## config.mk

```make
export PLATFORM = sky130hd
export DESIGN_NAME = line_rasterizer
export DESIGN_NICKNAME = d
export VERILOG_FILES = /design/src/rtl/core/lr_pkg.sv /design/src/rtl/core/lr_dpath.sv /design/src/rtl/core/lr_ctrl.sv /design/src/rtl/core/line_rasterizer.sv
export VERILOG_INCLUDE_DIRS = /design/src /design/src/rtl/core
export SDC_FILE = /design/constraint.sdc
export NUM_CORES = 1
export LEC_CHECK = 0
export ABC_AREA = 1
export BUFFER_PORTS_ARGS = -buffer_cell sky130_fd_sc_hd__clkbuf_2
export CAP_MARGIN = 20
export CORE_MARGIN = 4
export CORE_UTILIZATION = 55
export DETAILED_ROUTE_END_ITERATION = 6
export GPL_ROUTABILITY_DRIVEN = 0
export PLACE_DENSITY_LB_ADDON = 0.05
export SYNTH_ARGS = -nofsm -noshare
export SYNTH_HDL_FRONTEND = slang
export SYNTH_SLANG_ARGS = --single-unit
```

## constraint.sdc

```tcl
create_clock -name clock -period 10.5 [get_ports clock]
set_input_delay 2.1 -clock clock [delete_from_list [all_inputs] [get_ports clock]]
set_output_delay 2.1 -clock clock [all_outputs]
set_load 0.02 [all_outputs]
```

## src/rtl/core/assert_macros.svh

```systemverilog
// Assertion macros used by the RTL controller.
`ifndef ASSERT_MACROS_SVH
`define ASSERT_MACROS_SVH

// Same-cycle implication, disabled during reset.
`define ASSERT_SAME(label, clk, rst, ante, cons) \
   label: assert property (@(posedge clk) disable iff (rst) (ante) |-> (cons)) \
      else $error("assertion failed");

// Next-cycle implication, disabled during reset.
`define ASSERT_NEXT(label, clk, rst, ante, cons) \
   label: assert property (@(posedge clk) disable iff (rst) (ante) |=> (cons)) \
      else $error("assertion failed");

`endif

```

## src/rtl/core/lr_pkg.sv

```systemverilog
// Package: types, widths and controller/datapath interface for the line rasterizer.
`default_nettype none

package lr_pkg;

   localparam int COORD_BITS = 6;
   localparam int FIELD_BITS = 6;
   localparam int ERR_BITS   = COORD_BITS + 3;

   typedef logic [COORD_BITS-1:0]      coord_type;
   typedef logic [FIELD_BITS-1:0]      field_type;
   typedef logic signed [ERR_BITS-1:0] err_type;

   typedef struct packed {
      field_type x_start;
      field_type y_start;
      field_type x_end;
      field_type y_end;
   } lr_req_type;

   typedef struct packed {
      field_type point_x;
      field_type point_y;
      logic      last_point;
   } lr_rsp_type;

   // Controller to datapath.
   typedef struct packed {
      logic load;
      logic emit;
   } lr_cmd_type;

   // Datapath to controller.
   typedef struct packed {
      logic last;
   } lr_sts_type;

endpackage

`default_nettype wire

```

## src/rtl/core/lr_dpath.sv

```systemverilog
// Datapath: line setup, Bresenham step registers and the result register.
`default_nettype none

module lr_dpath (
   input  wire logic               clock,
   input  wire lr_pkg::lr_req_type req_data,
   input  wire lr_pkg::lr_cmd_type cmd,
   output lr_pkg::lr_sts_type      sts,
   output lr_pkg::lr_rsp_type      rsp_data
);

   lr_pkg::coord_type  major_pos_ff, major_pos_in;
   lr_pkg::coord_type  minor_pos_ff, minor_pos_in;
   lr_pkg::coord_type  major_end_ff, major_end_in;
   lr_pkg::coord_type  major_delta_ff, major_delta_in;
   lr_pkg::coord_type  minor_delta_ff, minor_delta_in;
   lr_pkg::err_type    error_ff, error_in;
   logic               steep_ff, steep_in;
   logic               down_ff, down_in;
   lr_pkg::lr_rsp_type rsp_ff, rsp_in;

   lr_pkg::coord_type x1, y1, x2, y2, dx, dy;
   lr_pkg::coord_type a1, b1, a2, b2, sa1, sb1, sa2, sb2;
   logic              steep_new, last;
   lr_pkg::err_type   err_sub;
   lr_pkg::coord_type px, py;

   // Setup from the request.
   always_comb begin
      x1 = req_data.x_start[lr_pkg::COORD_BITS-1:0];
      y1 = req_data.y_start[lr_pkg::COORD_BITS-1:0];
      x2 = req_data.x_end[lr_pkg::COORD_BITS-1:0];
      y2 = req_data.y_end[lr_pkg::COORD_BITS-1:0];
      dx = (x1 >= x2) ? x1 - x2 : x2 - x1;
      dy = (y1 >= y2) ? y1 - y2 : y2 - y1;
      steep_new = (dy > dx);
      if (steep_new) begin
         a1 = y1; b1 = x1; a2 = y2; b2 = x2;
      end else begin
         a1 = x1; b1 = y1; a2 = x2; b2 = y2;
      end
      if (a1 > a2) begin
         sa1 = a2; sb1 = b2; sa2 = a1; sb2 = b1;
      end else begin
         sa1 = a1; sb1 = b1; sa2 = a2; sb2 = b2;
      end
   end

   // One step of the walk.
   always_comb begin
      last    = (major_pos_ff == major_end_ff);
      err_sub = error_ff - lr_pkg::err_type'({minor_delta_ff, 1'b0});
      px      = steep_ff ? minor_pos_ff : major_pos_ff;
      py      = steep_ff ? major_pos_ff : minor_pos_ff;

      major_pos_in   = major_pos_ff;
      minor_pos_in   = minor_pos_ff;
      major_end_in   = major_end_ff;
      major_delta_in = major_delta_ff;
      minor_delta_in = minor_delta_ff;
      error_in       = error_ff;
      steep_in       = steep_ff;
      down_in        = down_ff;
      rsp_in         = rsp_ff;

      if (cmd.load) begin
         major_pos_in   = sa1;
         minor_pos_in   = sb1;
         major_end_in   = sa2;
         major_delta_in = sa2 - sa1;
         minor_delta_in = (sb1 >= sb2) ? sb1 - sb2 : sb2 - sb1;
         error_in       = lr_pkg::err_type'(sa2 - sa1);
         steep_in       = steep_new;
         down_in        = !(sb1 < sb2);
      end else if (cmd.emit) begin
         rsp_in.point_x    = lr_pkg::field_type'(px);
         rsp_in.point_y    = lr_pkg::field_type'(py);
         rsp_in.last_point = last;
         if (!last) begin
            if (err_sub < 0) begin
               minor_pos_in = down_ff ? minor_pos_ff - 1'b1 : minor_pos_ff + 1'b1;
               error_in     = err_sub + lr_pkg::err_type'({major_delta_ff, 1'b0});
            end else begin
               error_in = err_sub;
            end
            major_pos_in = major_pos_ff + 1'b1;
         end
      end
   end

   always_ff @(posedge clock) begin
      major_pos_ff   <= major_pos_in;
      minor_pos_ff   <= minor_pos_in;
      major_end_ff   <= major_end_in;
      major_delta_ff <= major_delta_in;
      minor_delta_ff <= minor_delta_in;
      error_ff       <= error_in;
      steep_ff       <= steep_in;
      down_ff        <= down_in;
      rsp_ff         <= rsp_in;
   end

   assign sts.last = last;
   assign rsp_data = rsp_ff;

endmodule

`default_nettype wire

```

## src/rtl/core/lr_ctrl.sv

```systemverilog
// Controller: request/result handshakes and walk sequencing.
`default_nettype none
`include "assert_macros.svh"

module lr_ctrl (
   input  wire logic               clock,
   input  wire logic               reset,
   input  wire logic               req_valid,
   output logic                    req_ready,
   output logic                    rsp_valid,
   input  wire logic               rsp_ready,
   input  wire lr_pkg::lr_sts_type sts,
   output lr_pkg::lr_cmd_type      cmd
);

   typedef enum logic {
      ST_IDLE,
      ST_WALK
   } state_type;

   state_type state_ff, state_in;
   logic      rsp_valid_ff, rsp_valid_in;
   logic      slot_free;

   always_comb begin
      slot_free = !rsp_valid_ff || rsp_ready;
      cmd.load  = (state_ff == ST_IDLE) && req_valid;
      cmd.emit  = (state_ff == ST_WALK) && slot_free;

      state_in     = state_ff;
      rsp_valid_in = rsp_valid_ff;
      if (rsp_ready) begin
         rsp_valid_in = 1'b0;
      end
      case (state_ff)
         ST_IDLE: begin
            if (req_valid) begin
               state_in = ST_WALK;
            end
         end
         ST_WALK: begin
            if (slot_free) begin
               rsp_valid_in = 1'b1;
               if (sts.last) begin
                  state_in = ST_IDLE;
               end
            end
         end
         default: begin
            state_in = ST_IDLE;
         end
      endcase
   end

   always_ff @(posedge clock) begin
      if (reset) begin
         state_ff     <= ST_IDLE;
         rsp_valid_ff <= 1'b0;
      end else begin
         state_ff     <= state_in;
         rsp_valid_ff <= rsp_valid_in;
      end
   end

   assign req_ready = (state_ff == ST_IDLE);
   assign rsp_valid = rsp_valid_ff;

   `ASSERT_NEXT(a_load_busy, clock, reset, cmd.load, !req_ready)
   `ASSERT_NEXT(a_last_idle, clock, reset, cmd.emit && sts.last, req_ready)
   `ASSERT_NEXT(a_emit_valid, clock, reset, cmd.emit, rsp_valid)
   `ASSERT_SAME(a_no_overlap, clock, reset, cmd.load, !cmd.emit)

endmodule

`default_nettype wire

```

## src/rtl/core/line_rasterizer.sv

```systemverilog
// Top level of the Bresenham line rasterizer: controller plus datapath.
//
//   channel  dir  handshake              payload
//   req      in   req_valid/req_ready    lr_req_type: x_start y_start x_end y_end
//   rsp      out  rsp_valid/rsp_ready    lr_rsp_type: point_x point_y last_point
//
// A line of N cells is set up at accept, then the walk loop emits one cell per
// cycle while rsp is not stalled, N = max(|dx|,|dy|) + 1, up to 64 cells.
// The output register is the only result storage; a stalled rsp holds the walk.
// The next request is accepted the cycle after the last cell enters the
// output register, even while that cell still waits to be taken.
// Reset (synchronous, active high) returns the controller to idle and drops rsp_valid.
`default_nettype none

module line_rasterizer (
   input  wire logic               clock,
   input  wire logic               reset,
   input  wire logic               req_valid,
   output logic                    req_ready,
   input  wire lr_pkg::lr_req_type req_data,
   output logic                    rsp_valid,
   input  wire logic               rsp_ready,
   output lr_pkg::lr_rsp_type      rsp_data
);

   // Command and status between the controller and the datapath.
   lr_pkg::lr_cmd_type cmd;
   lr_pkg::lr_sts_type sts;

   // Sequence the handshakes; load at accept, emit one cell per free slot.
   lr_ctrl u_ctrl (
      .clock     (clock),
      .reset     (reset),
      .req_valid (req_valid),
      .req_ready (req_ready),
      .rsp_valid (rsp_valid),
      .rsp_ready (rsp_ready),
      .sts       (sts),
      .cmd       (cmd)
   );

   // Hold the walk state, advance the error term and the cell position.
   lr_dpath u_dpath (
      .clock    (clock),
      .req_data (req_data),
      .cmd      (cmd),
      .sts      (sts),
      .rsp_data (rsp_data)
   );

endmodule

`default_nettype wire
```

==> results.md <==
- Top FF cell, synth: edfxtp_1
- CP startpoint: req_data[18]
- Syn_nets: 783
- GR Util met1: 27.5%
- Synthesized instance count: 685
- First-pass GRT wire length: just under 20,000 um
- Placed wire-length estimate: about 10000 um
- Hold Vio Cnt, Final: 0
- Clk root buf: clkbuf_8
- Area of the multi-input gates: around 3200 um^2
- Vias in the first global route: about 4,300
- Drt initial violations: 218
- Die area: approximately 11,000 um^2
- Setup slack, reg-to-reg: 7490 ps
- Startpoint Class: input port
- CTS tree: done
- Port Buffer Count: 42
- DR DRC count: 0
- Busiest grt layer: met2
- Worst R2R End: u_dpath.error_ff[6]
- Maximum fanout along the worst path: 49
- Top Ports: 43
- Met3 usage: under 10%
- DIE HEIGHT: between 100 and 150 um
- Fin crit share: 90.4%
- Yosys reg bits: 55
- Area Overhead vs Synth: 7.59%
- Initial core utilization: between 50% and 60%
- Yosys cell types: 40
- Share of layout cells above drive strength 1: about an eighth
- Worst hold slack: around 490 ps
- Core Footprint: 9370 um^2
- CTS sink count: 55
- Crit Path Class: in2reg
- Placed Area: 5690 um^2
- Setup Buffers After CTS: 0
- Initial antenna violation count: 0
- Largest net degree at the start of global routing: 50
- R2r worst-path depth: 16
- Worst EP required: roughly 11,000 ps
- Post-layout min period: ~9500 ps
- CTS hold repair buffers: 0
- FF+latch area: around 1600 um^2
- Max-cap viol count: 0
- Fillcell total: approximately 870
- H-tree depth: 2
- Sequential area share after synthesis: between 30% and 40%
- Skew-Pair Late Insertion Delay: 310 ps
- Tot GR Track Use: 21.5%
- Yosys warns: 0
- R2R Path Start: u_dpath.error_ff[1]
- Residual overflow from global routing: 0
- Crit-path max cell delay: 570 ps
- Util after Layout: around 60%
- Final Instance Area: 5780 um^2
- Post-DRT Antenna Nets: 0
- Fmax: between 0.1 and 0.15 GHz
- Post-synth EDFFs: 53
- Met2 Usage GRT: between 30 and 40%
- Final slew viol count: 0
- Post-Syn Area: 5370 um^2
- CTS Buf Count: 5
- Syn_area_per_cell: 7.85 um^2
- Critical path arrival: ~9600 ps
- Measured slew at the worst slew-check pin: between 600 and 700 ps
- Status: finished, final reports clean
- TNS Setup: 0 ps
- Drt first pass iters: 5
- Post-CTS Resized: 0
- Clk buf depth: 2
- Slowest-stage cell, CP: o21ai_0
- Ys async rst share: 0%
- CP endpoint: u_dpath.minor_delta_ff[5]
- Total vias in the final route: between 4,000 and 5,000
- Clock transition at path regs: approximately 100 ps
- Drt wl/cell: 14.0 um
- Worst hold path type: reg2reg
- Crit-path most repeated cell: o21ai_0
- Final wirelength: approximately 12,000 um
- Row Count: 35
- Final setup fails: 0
- CP Capture Type: register
- Final #Nets: roughly 800
- Die Width: roughly 110 um
- # diodes: 0
- Vias per cell: approximately 5.3
- Slew margin rel.: 54.9%
- RSZ-0062 raised after global routing: false
- Clock Skew: 6.07 ps
-- how the worst min path moves through the flow --
stage	slack [ps]	end	cells past startpoint	from
after global placement	480	u_ctrl.rsp_valid	2	u_ctrl.rsp_valid
after floorplan	550	u_dpath.rsp_data[8]	2	u_dpath.minor_pos_ff[1]
after global routing	520	u_ctrl.rsp_valid	2	u_ctrl.rsp_valid
final	490	u_ctrl.rsp_valid	2	u_ctrl.rsp_valid
after detailed placement	480	u_ctrl.rsp_valid	2	u_ctrl.rsp_valid
after CTS	500	u_ctrl.rsp_valid	2	u_ctrl.rsp_valid
-- metrics by stage --
stage | setup WS [ps] | std cells
6_report | 1010 | 851
5_1_grt | 80.2 | 851
4_1_cts | 1000 | 851
3_5_place_dp | 683 | 843
3_3_place_gp | 1090 | 843
2_1_floorplan | 1540 | 685
-- flip-flops by register name (all words and copies together) (netlist names) --
| register | count |
|---|---|
| u_dpath.major_pos_ff | 6 |
| u_ctrl.rsp_valid | 1 |
| u_dpath.error_ff | 8 |
| u_dpath.down_ff | 1 |
| u_dpath.steep_ff | 1 |
| u_dpath.major_end_ff | 6 |
| u_dpath.minor_pos_ff | 6 |
| u_ctrl.state_ff | 1 |
| u_dpath.rsp_data | 13 |
| u_dpath.minor_delta_ff | 6 |
| u_dpath.major_delta_ff | 6 |
-- cells in the final DEF, fill, tap and decap left out, drive strengths merged, types with 7 or more instances in the layout --
| cell | n |
|---|---|
| a21oi | 30 |
| nor2 | 26 |
| edfxtp | 53 |
| inv | 127 |
| o21ai | 82 |
| clkbuf | 47 |
| mux2i | 7 |
| a221oi | 7 |
| fa | 9 |
| xor2 | 24 |
| nand3 | 38 |
| xnor2 | 10 |
| ha | 61 |
| nand2 | 161 |
-- Yosys cell counts, drive strengths merged (5+ instances only) --
cell type	n	share of area, %
a21o	5	0.70
a21oi	30	2.8
a221oi	7	1.1
and2	5	0.58
buf	5	0.75
clkbuf	11	0.77
edfxtp	53	30
fa	9	3.4
ha	61	14
inv	126	8.8
mux2i	7	1.3
nand2	161	12
nand3	38	4.3
nor2	26	2.1
o21ai	82	7.8
xnor2	10	1.6
xor2	24	3.9
-- per-layer routing --
layer  vias up  part of all wire, %
li1       2316                    -
met1      2054                   44
met2       106                   50
met3        12                  4.5
met4         0                  1.4
met5         -                    0
-- critical path, delay by kind of cell --
kind	cells	cell delay, ps
compound gates	16	3620
xor+xnor	2	240
fa+ha+maj	5	1670
buf+inv	7	680
simple gates	8	1260
-- final cells by class --
cell class | count | area share (%)
multi-input cells | 488 | 55.2
flip-flops and latches | 55 | 28.2
inverters | 126 | 8.18
repair buffers | 45 | 4.03
well taps | 129 | 2.79
clock buffers | 5 | 1.19
clock inverters | 3 | 0.411
-- cells by family after synthesis --
group	synth area share, %
and+or+nand+nor	20.6
buffers and inverters	10.3
AOI/OAI and AO/OA	13.9
adders and majority gates	17.6
DFF	30.4
xor gates and xnor gates	5.54
muxes	1.72
Power is left out: the tool's default activity adds up to more than one toggle a clock period on the data nets, which glitch-free logic cannot reach.
